`src/hw/rtl/tkc_pkg.sv`:
```
// ----------------------------------------------------------------------------
// tkc_pkg
// shared types, constants and helpers of the text kind classifier
// ----------------------------------------------------------------------------
`default_nettype none

package tkc_pkg;

  // tally width
  localparam int COUNT_BITS = 32;

  localparam int BYTE_BITS   = 8;
  localparam int KIND_BITS   = 3;
  localparam int OUT_BITS    = 8;
  localparam int OTHER_INC_BITS = 3;

  // byte order mark
  localparam logic [7:0] BOM_BYTE0 = 8'hEF;
  localparam logic [7:0] BOM_BYTE1 = 8'hBB;
  localparam logic [7:0] BOM_BYTE2 = 8'hBF;

  // lead and continuation byte patterns
  localparam logic [7:0] MASK_LEAD4 = 8'hF8;
  localparam logic [7:0] PAT_LEAD4  = 8'hF0;
  localparam logic [7:0] MASK_LEAD3 = 8'hF0;
  localparam logic [7:0] PAT_LEAD3  = 8'hE0;
  localparam logic [7:0] MASK_LEAD2 = 8'hE0;
  localparam logic [7:0] PAT_LEAD2  = 8'hC0;
  localparam logic [7:0] MASK_CONT  = 8'hC0;
  localparam logic [7:0] PAT_CONT   = 8'h80;

  // printable range and whitespace
  localparam logic [7:0] PRINT_LO = 8'd32;
  localparam logic [7:0] PRINT_HI = 8'd126;
  localparam logic [7:0] CH_TAB   = 8'd9;
  localparam logic [7:0] CH_LF    = 8'd10;
  localparam logic [7:0] CH_CR    = 8'd13;

  typedef enum logic [KIND_BITS-1:0] {
    KIND_ASCII     = 3'd0,
    KIND_ASCII_BOM = 3'd1,
    KIND_UTF8      = 3'd2,
    KIND_UTF8_BOM  = 3'd3,
    KIND_BINARY    = 3'd4
  } kind_t;

  // per-text scan state
  typedef struct packed {
    logic [1:0] cont_left;
    logic [1:0] cont_seen;
    logic [1:0] byte_pos;
    logic       bom_so_far;
  } scan_state_t;

  // per-byte tally increments
  typedef struct packed {
    logic                      ascii_inc;
    logic                      rune_inc;
    logic [OTHER_INC_BITS-1:0] other_inc;
    logic                      bom_found;
  } scan_inc_t;

  localparam scan_state_t SCAN_RESET = '{
    cont_left:  2'd0,
    cont_seen:  2'd0,
    byte_pos:   2'd0,
    bom_so_far: 1'b1
  };

  typedef logic [COUNT_BITS-1:0] tally_t;

  // saturating add of a small increment
  function automatic tally_t tally_add(input tally_t x, input logic [OTHER_INC_BITS-1:0] n);
    logic [COUNT_BITS:0] s;
    s = {1'b0, x} + {{(COUNT_BITS + 1 - OTHER_INC_BITS){1'b0}}, n};
    if (s[COUNT_BITS]) begin
      tally_add = {COUNT_BITS{1'b1}};
    end else begin
      tally_add = s[COUNT_BITS-1:0];
    end
  endfunction

endpackage

`default_nettype wire

```
`src/hw/rtl/tkc_scan.sv`:
```
// ----------------------------------------------------------------------------
// tkc_scan
// per-byte decoder: next scan state and tally increments for one byte
// ----------------------------------------------------------------------------
`default_nettype none

module tkc_scan (
  input  wire logic [7:0]          text_byte,
  input  wire logic                end_of_text,
  input  wire tkc_pkg::scan_state_t cur,
  output tkc_pkg::scan_state_t     nxt,
  output tkc_pkg::scan_inc_t       inc
);
  import tkc_pkg::*;

  logic       is_ascii;
  logic       is_lead4;
  logic       is_lead3;
  logic       is_lead2;
  logic       is_cont;
  logic       bom_match;
  logic       bom_now;
  logic [1:0] left_dec;
  logic [1:0] seen_inc;

  always_comb begin
    is_ascii = ((text_byte >= PRINT_LO) && (text_byte <= PRINT_HI)) ||
               (text_byte == CH_TAB) || (text_byte == CH_LF) || (text_byte == CH_CR);
    is_lead4 = (text_byte & MASK_LEAD4) == PAT_LEAD4;
    is_lead3 = (text_byte & MASK_LEAD3) == PAT_LEAD3;
    is_lead2 = (text_byte & MASK_LEAD2) == PAT_LEAD2;
    is_cont  = (text_byte & MASK_CONT) == PAT_CONT;

    case (cur.byte_pos)
      2'd0:    bom_match = (text_byte == BOM_BYTE0);
      2'd1:    bom_match = (text_byte == BOM_BYTE1);
      2'd2:    bom_match = (text_byte == BOM_BYTE2);
      default: bom_match = 1'b1;
    endcase

    left_dec = cur.cont_left - 2'd1;
    seen_inc = cur.cont_seen + 2'd1;

    nxt = cur;
    inc = '0;

    // bom prefix tracking over the first three bytes
    if (cur.byte_pos != 2'd3) begin
      nxt.bom_so_far = cur.bom_so_far & bom_match;
      nxt.byte_pos   = cur.byte_pos + 2'd1;
    end
    bom_now = nxt.bom_so_far && (cur.byte_pos == 2'd2);

    if ((cur.cont_left != 2'd0) && is_cont) begin
      nxt.cont_left = left_dec;
      nxt.cont_seen = seen_inc;
      if (left_dec == 2'd0) begin
        inc.rune_inc  = ~bom_now;
        nxt.cont_seen = 2'd0;
      end
    end else begin
      // broken sequence: lead and taken continuations become other
      if (cur.cont_left != 2'd0) begin
        inc.other_inc = {1'b0, cur.cont_seen} + 3'd1;
      end
      nxt.cont_left = 2'd0;
      nxt.cont_seen = 2'd0;
      if (is_ascii) begin
        inc.ascii_inc = 1'b1;
      end else if (is_lead4) begin
        nxt.cont_left = 2'd3;
      end else if (is_lead3) begin
        nxt.cont_left = 2'd2;
      end else if (is_lead2) begin
        nxt.cont_left = 2'd1;
      end else begin
        inc.other_inc = inc.other_inc + 3'd1;
      end
    end

    // sequence cut by the end of the text
    if (end_of_text && (nxt.cont_left != 2'd0)) begin
      inc.other_inc = inc.other_inc + {1'b0, nxt.cont_seen} + 3'd1;
    end

    inc.bom_found = nxt.bom_so_far && (nxt.byte_pos == 2'd3);
  end

endmodule

`default_nettype wire

```
`src/hw/rtl/text_kind_classifier.sv`:
```
// ----------------------------------------------------------------------------
// text_kind_classifier
// classifies a byte stream as ascii, utf-8 (each with or without bom) or binary
// ----------------------------------------------------------------------------
//
//  channel | direction | payload                         | frame
//  --------+-----------+---------------------------------+---------------------
//  in_     | slave     | tdata[7:0] text_byte            | tlast = end_of_text
//  out_    | master    | tdata[2:0] text_kind, rest zero | one per text
//
//  one byte transaction per cycle while in_tready is high; the byte decoder plus
//  one saturating add per tally sits between the input handshake and the tally registers
//  a result goes from the transaction with tlast into the decision stage
//  (tally compare), then into the output register, and shows on out_ from there
//  in_tready drops only while both the decision stage and the output register
//  hold a result and out_tready is low
//  rst_n is synchronous: it empties both stages and restarts the text
//
`default_nettype none

module text_kind_classifier (
  input  wire logic                          clk,
  input  wire logic                          rst_n,
  input  wire logic                          in_tvalid,
  output logic                               in_tready,
  input  wire logic [tkc_pkg::BYTE_BITS-1:0] in_tdata,   // [7:0] text_byte
  input  wire logic                          in_tlast,   // end_of_text
  output logic                               out_tvalid,
  input  wire logic                          out_tready,
  output logic [tkc_pkg::OUT_BITS-1:0]       out_tdata   // [2:0] text_kind, [7:3] zero
);
  import tkc_pkg::*;

  // scan state and tallies of the text in flight
  scan_state_t scan_r, scan_nxt;
  scan_state_t scan_step;
  scan_inc_t   inc;
  tally_t      ascii_r, ascii_nxt, ascii_sum;
  tally_t      rune_r,  rune_nxt,  rune_sum;
  tally_t      other_r, other_nxt, other_sum;

  // decision stage: final tallies of a finished text
  logic        dec_valid_r, dec_valid_nxt;
  tally_t      dec_ascii_r, dec_ascii_nxt;
  tally_t      dec_rune_r,  dec_rune_nxt;
  tally_t      dec_other_r, dec_other_nxt;
  logic        dec_bom_r,   dec_bom_nxt;
  kind_t       dec_kind;

  // output register
  logic        out_valid_r, out_valid_nxt;
  kind_t       out_kind_r,  out_kind_nxt;

  logic        in_xfer;
  logic        out_load_ok;
  logic        dec_move;

  tkc_scan u_scan (
    .text_byte   (in_tdata),
    .end_of_text (in_tlast),
    .cur         (scan_r),
    .nxt         (scan_step),
    .inc         (inc)
  );

  // handshake: the output register frees when empty or taken,
  // the decision stage frees when empty or moving on
  always_comb begin
    out_load_ok = ~out_valid_r | out_tready;
    dec_move    = dec_valid_r & out_load_ok;
    in_tready   = ~dec_valid_r | out_load_ok;
    in_xfer     = in_tvalid & in_tready;
  end

  // tally updates, one saturating add each
  always_comb begin
    ascii_sum = tally_add(ascii_r, {{(OTHER_INC_BITS-1){1'b0}}, inc.ascii_inc});
    rune_sum  = tally_add(rune_r,  {{(OTHER_INC_BITS-1){1'b0}}, inc.rune_inc});
    other_sum = tally_add(other_r, inc.other_inc);
  end

  // scan stage: on the last byte the tallies go to the decision stage
  // and the scan restarts for the next text
  always_comb begin
    scan_nxt      = scan_r;
    ascii_nxt     = ascii_r;
    rune_nxt      = rune_r;
    other_nxt     = other_r;
    dec_valid_nxt = dec_valid_r & ~dec_move;
    dec_ascii_nxt = dec_ascii_r;
    dec_rune_nxt  = dec_rune_r;
    dec_other_nxt = dec_other_r;
    dec_bom_nxt   = dec_bom_r;
    if (in_xfer) begin
      if (in_tlast) begin
        scan_nxt      = SCAN_RESET;
        ascii_nxt     = '0;
        rune_nxt      = '0;
        other_nxt     = '0;
        dec_valid_nxt = 1'b1;
        dec_ascii_nxt = ascii_sum;
        dec_rune_nxt  = rune_sum;
        dec_other_nxt = other_sum;
        dec_bom_nxt   = inc.bom_found;
      end else begin
        scan_nxt  = scan_step;
        ascii_nxt = ascii_sum;
        rune_nxt  = rune_sum;
        other_nxt = other_sum;
      end
    end
  end

  // decision: clean text is ascii or utf-8 by rune count,
  // otherwise ascii only when ascii bytes outnumber other bytes
  always_comb begin
    if (dec_other_r == '0) begin
      if (dec_rune_r == '0) begin
        dec_kind = dec_bom_r ? KIND_ASCII_BOM : KIND_ASCII;
      end else begin
        dec_kind = dec_bom_r ? KIND_UTF8_BOM : KIND_UTF8;
      end
    end else if (dec_ascii_r > dec_other_r) begin
      dec_kind = dec_bom_r ? KIND_ASCII_BOM : KIND_ASCII;
    end else begin
      dec_kind = KIND_BINARY;
    end
  end

  always_comb begin
    out_valid_nxt = out_valid_r & ~out_tready;
    out_kind_nxt  = out_kind_r;
    if (dec_move) begin
      out_valid_nxt = 1'b1;
      out_kind_nxt  = dec_kind;
    end
  end

  always_ff @(posedge clk) begin
    if (!rst_n) begin
      scan_r      <= SCAN_RESET;
      ascii_r     <= '0;
      rune_r      <= '0;
      other_r     <= '0;
      dec_valid_r <= 1'b0;
      out_valid_r <= 1'b0;
    end else begin
      scan_r      <= scan_nxt;
      ascii_r     <= ascii_nxt;
      rune_r      <= rune_nxt;
      other_r     <= other_nxt;
      dec_valid_r <= dec_valid_nxt;
      out_valid_r <= out_valid_nxt;
    end
  end

  // payload registers
  always_ff @(posedge clk) begin
    dec_ascii_r <= dec_ascii_nxt;
    dec_rune_r  <= dec_rune_nxt;
    dec_other_r <= dec_other_nxt;
    dec_bom_r   <= dec_bom_nxt;
    out_kind_r  <= out_kind_nxt;
  end

  assign out_tvalid = out_valid_r;
  assign out_tdata  = {{(OUT_BITS-KIND_BITS){1'b0}}, out_kind_r};

endmodule

`default_nettype wire

```
`config.mk`:
```
export PLATFORM = sky130hd
export DESIGN_NAME = text_kind_classifier
export DESIGN_NICKNAME = d
export VERILOG_FILES = /design/src/hw/rtl/tkc_pkg.sv /design/src/hw/rtl/tkc_scan.sv /design/src/hw/rtl/text_kind_classifier.sv
export SDC_FILE = /design/constraint.sdc
export NUM_CORES = 1
export LEC_CHECK = 0
export BUFFER_PORTS_ARGS = -buffer_cell sky130_fd_sc_hd__buf_4
export CAP_MARGIN = 10
export CORE_UTILIZATION = 45
export CTS_BUF_LIST = sky130_fd_sc_hd__clkbuf_8
export DETAILED_ROUTE_END_ITERATION = 8
export PLACE_DENSITY = 0.67
export SLEW_MARGIN = 20
export SYNTH_ARGS = -nofsm -noshare
export SYNTH_HDL_FRONTEND = slang
export SYNTH_HIERARCHICAL = 1
export SYNTH_SLANG_ARGS = --single-unit
```
`constraint.sdc`:
```
create_clock -name clk -period 5.9 [get_ports clk]
set_input_delay 1.475 -clock clk [delete_from_list [all_inputs] [get_ports clk]]
set_output_delay 1.475 -clock clk [all_outputs]
set_load 0.05 [all_outputs]
```
==> reports/qor.txt <==
Synth Register Bits: 205
LEAKAGE: 4.95 nW
Clk root buf: clkbuf_8
Routed vias: 9,435
Port-buffer cells: 17
Placed cell area: 11,900 um^2
Status: complete, no violations
Pin count of the biggest net entering global routing: 56
CP max FO: 39
Hold-fix buffers, CTS: 0
CTS H-tree depth: 2
Die height: 162 um
Max Slew Vio Count: 0
CTS tree: done
Max-Cap Viols: 0
Clk sinks: 205
Initial Util: 0.459
Worst Tran Pin Value: 0.999 ns
Worst skew pair latency: 0.52 ns
Crit. End Element: flop
Final instance area: 12,600 um^2
Min Tclk post-route: 4.74 ns
Grt total ovfl: 0
DRC violations left: 0
Pwr Density: 241 nW/um^2
Clock Path Buffers: 3
First-pass GRT wire length: 46,700 um
Ys Warns: 6
NumNets Final: 1,296
Total GRT Usage: 0.223
Routed len/inst: 18.0 um
Non-filler cells, final: 1,587
Final hold vios: 0
Initial antenna violation count: 0
Final hold slack: 0.463 ns
Post-CTS Setup Bufs: 0
Die width: 162 um
Num CTS Buffers: 35
Drt first pass iters: 5
Via density: 5.95
Avg Synthesized Cell Area: 9.31 um^2
Setup crit start kind: primary input
Die area: 26,300 um^2
Peak VDD IR: 0.173 mV
Worst clock skew: 0.0152 ns
RSZ-0062 raised after global routing: false
FMAX: 211 MHz
Post-Syn Area: 11,600 um^2
Layout Utilization: 0.500
Async SR Flop Fraction: 0
First DRT Iteration DRCs: 693
Dpl cells: 1,525
Fin crit share: 0.803
Total Neg Setup Slack: 0 ns
Top FF cell, synth: dfxtp_1
P&R area growth vs syn: 8.98%
Fraction of layout cells with a size suffix above 1: 0.0986
EDFF count, synth: 100
CTS resizes: 0
# setup viols final: 0
Syn Inst Count: 1,241
Hold Path Class: flop to flop
Routability cong.: 0.870
Post-synthesis sequential area ratio: 0.442
Arrival time worst endpoint: 5.19 ns
Core region area: 25,200 um^2
# diodes: 0
Antenna viol nets, final: 0
WL final: 28,600 um
Slew HR: 0.331
Clock transition at path regs: 0.07 ns
Number of global-route vias before repair: 8,921
Row Count: 58
Hpwl dp: 19,500 um
Synth unique cells: 85
I/O pins: 23
WS Path Type: primary input to flop
Req. time, crit path: 6.35 ns
==> kinds of logic after synthesis <==
family / synth area share
AND/OR/NAND/NOR: 0.228
multiplexers: 0.00271
buffers and inverters: 0.0564
XOR/XNOR: 0.0462
flip-flops: 0.442
AO/OA/AOI/OAI: 0.169
other: 0.000325
adder cells (fa/ha/maj): 0.0559
==> layout make-up <==
cell class	count	area, um^2
Tap cell	330	413
Timing Repair Buffer	31	233
Multi-Input combinational cell	888	5850
Clock buffer	37	509
Inverter	71	267
Clock inverter	25	214
Sequential cell	205	5100
Fill cell	2320	12600
==> per-stage QoR <==
stage | setup WS [ns] | total power, mW
2_1_floorplan | 0.432 | 1.65
3_3_place_gp | 0.703 | 1.70
3_5_place_dp | 0.651 | 1.70
4_1_cts | 1.18 | 3.06
5_1_grt | 0.891 | 3.14
6_report | 1.16 | 3.04
==> cells in the final DEF, fill, tap and decap left out, types with 9 or more instances in the layout <==
cell and count:
a211oi_1 10, a21o_1 10, a21oi_1 83, a22o_1 15
a31oi_1 33, and2_1 11, and3_1 31, and4_1 22
buf_4 31, clkbuf_8 37, clkinv_2 9, dfxtp_1 105
edfxtp_1 100, ha_1 50, inv_1 75, nand2_1 120
nand2b_1 10, nand3_1 45, nand4_1 35, nor2_1 51
nor3_1 51, nor4_1 35, o21a_1 12, o21ai_0 62
xnor2_1 46, xor2_1 15
==> power breakdown <==
group | internal (mW) | switching (mW) | total [mW]
combinational | 0.0461 | 0.112 | 0.158
clock | 0.760 | 0.601 | 1.36
sequential | 1.51 | 0.00995 | 1.52
total | 2.31 | 0.723 | 3.04
==> worst paths after layout <==
kind	start	end	slack [ns]	cells after the start
worst max-delay path	in_tdata[5]	other_r[13]	1.16	16
worst min-delay path	scan_r[6]	scan_r[6]	0.46	2
worst max register to register	scan_r[5]	other_r[13]	1.60	16
worst min register to register	scan_r[6]	scan_r[6]	0.46	2
==> sequential cells by signal (all words and copies together), names as in the netlist <==
name / count
rune_r: 32
ascii_r: 32
scan_r: 7
dec_other_r: 32
dec_ascii_r: 32
dec_bom_r: 1
out_tvalid: 1
dec_valid_r: 1
out_kind_r: 3
dec_rune_r: 32
other_r: 32
==> per-layer routing <==
metal,track usage,vias up,wire [um]
met4,0.0738,0,628
met2,0.354,246,13200
met1,0.307,4544,13100
met5,0,-,0
met3,0.0401,45,1660
li1,-,4600,-
==> synth_stat cells, drive strengths merged (5+ instances only) <==
library cell  instances  area (um^2)
and3                 32          200
and4                 22          193
a41oi                 7         61.3
and2                 11         68.8
dfxtp               105         2100
a31o                  5         43.8
ha                   50          626
inv                  71          267
a311oi                6         52.6
or4                   8         71.3
a211oi               10         75.1
nand3b                7         52.6
o21a                 12         90.1
edfxtp              100         3000
or3                   6         37.5
nor2                 54          205
a31oi                34          213
clkbuf               49          189
nand2b               10         62.6
a22o                 15          131
a21oi                84          420
xnor2                46          403
nor3                 54          285
or2                   5         31.3
nor2b                 5         31.3
nand2               121          457
buf                  32          196
a21o                 10         75.1
nand4                38          265
o21ai                64          320
nor4                 42          342
xor2                 15          131
o31ai                 5         37.5
nand3                46          235
==> critical path: stages <==
cell	delay, ns
buf_4	0.14
a211oi_1	0.21
o211ai_1	0.17
nand3_1	0.19
mux2i_1	0.25
o21bai_1	0.10
ha_1	0.29
nand2_1	0.04
o21ai_1	0.11
inv_1	0.09
fa_1	0.44
nor2b_1	0.28
o2111ai_2	0.15
or4_4	0.78
a211o_1	0.34
a21oi_1	0.12
(Power assumes the default switching activity.)
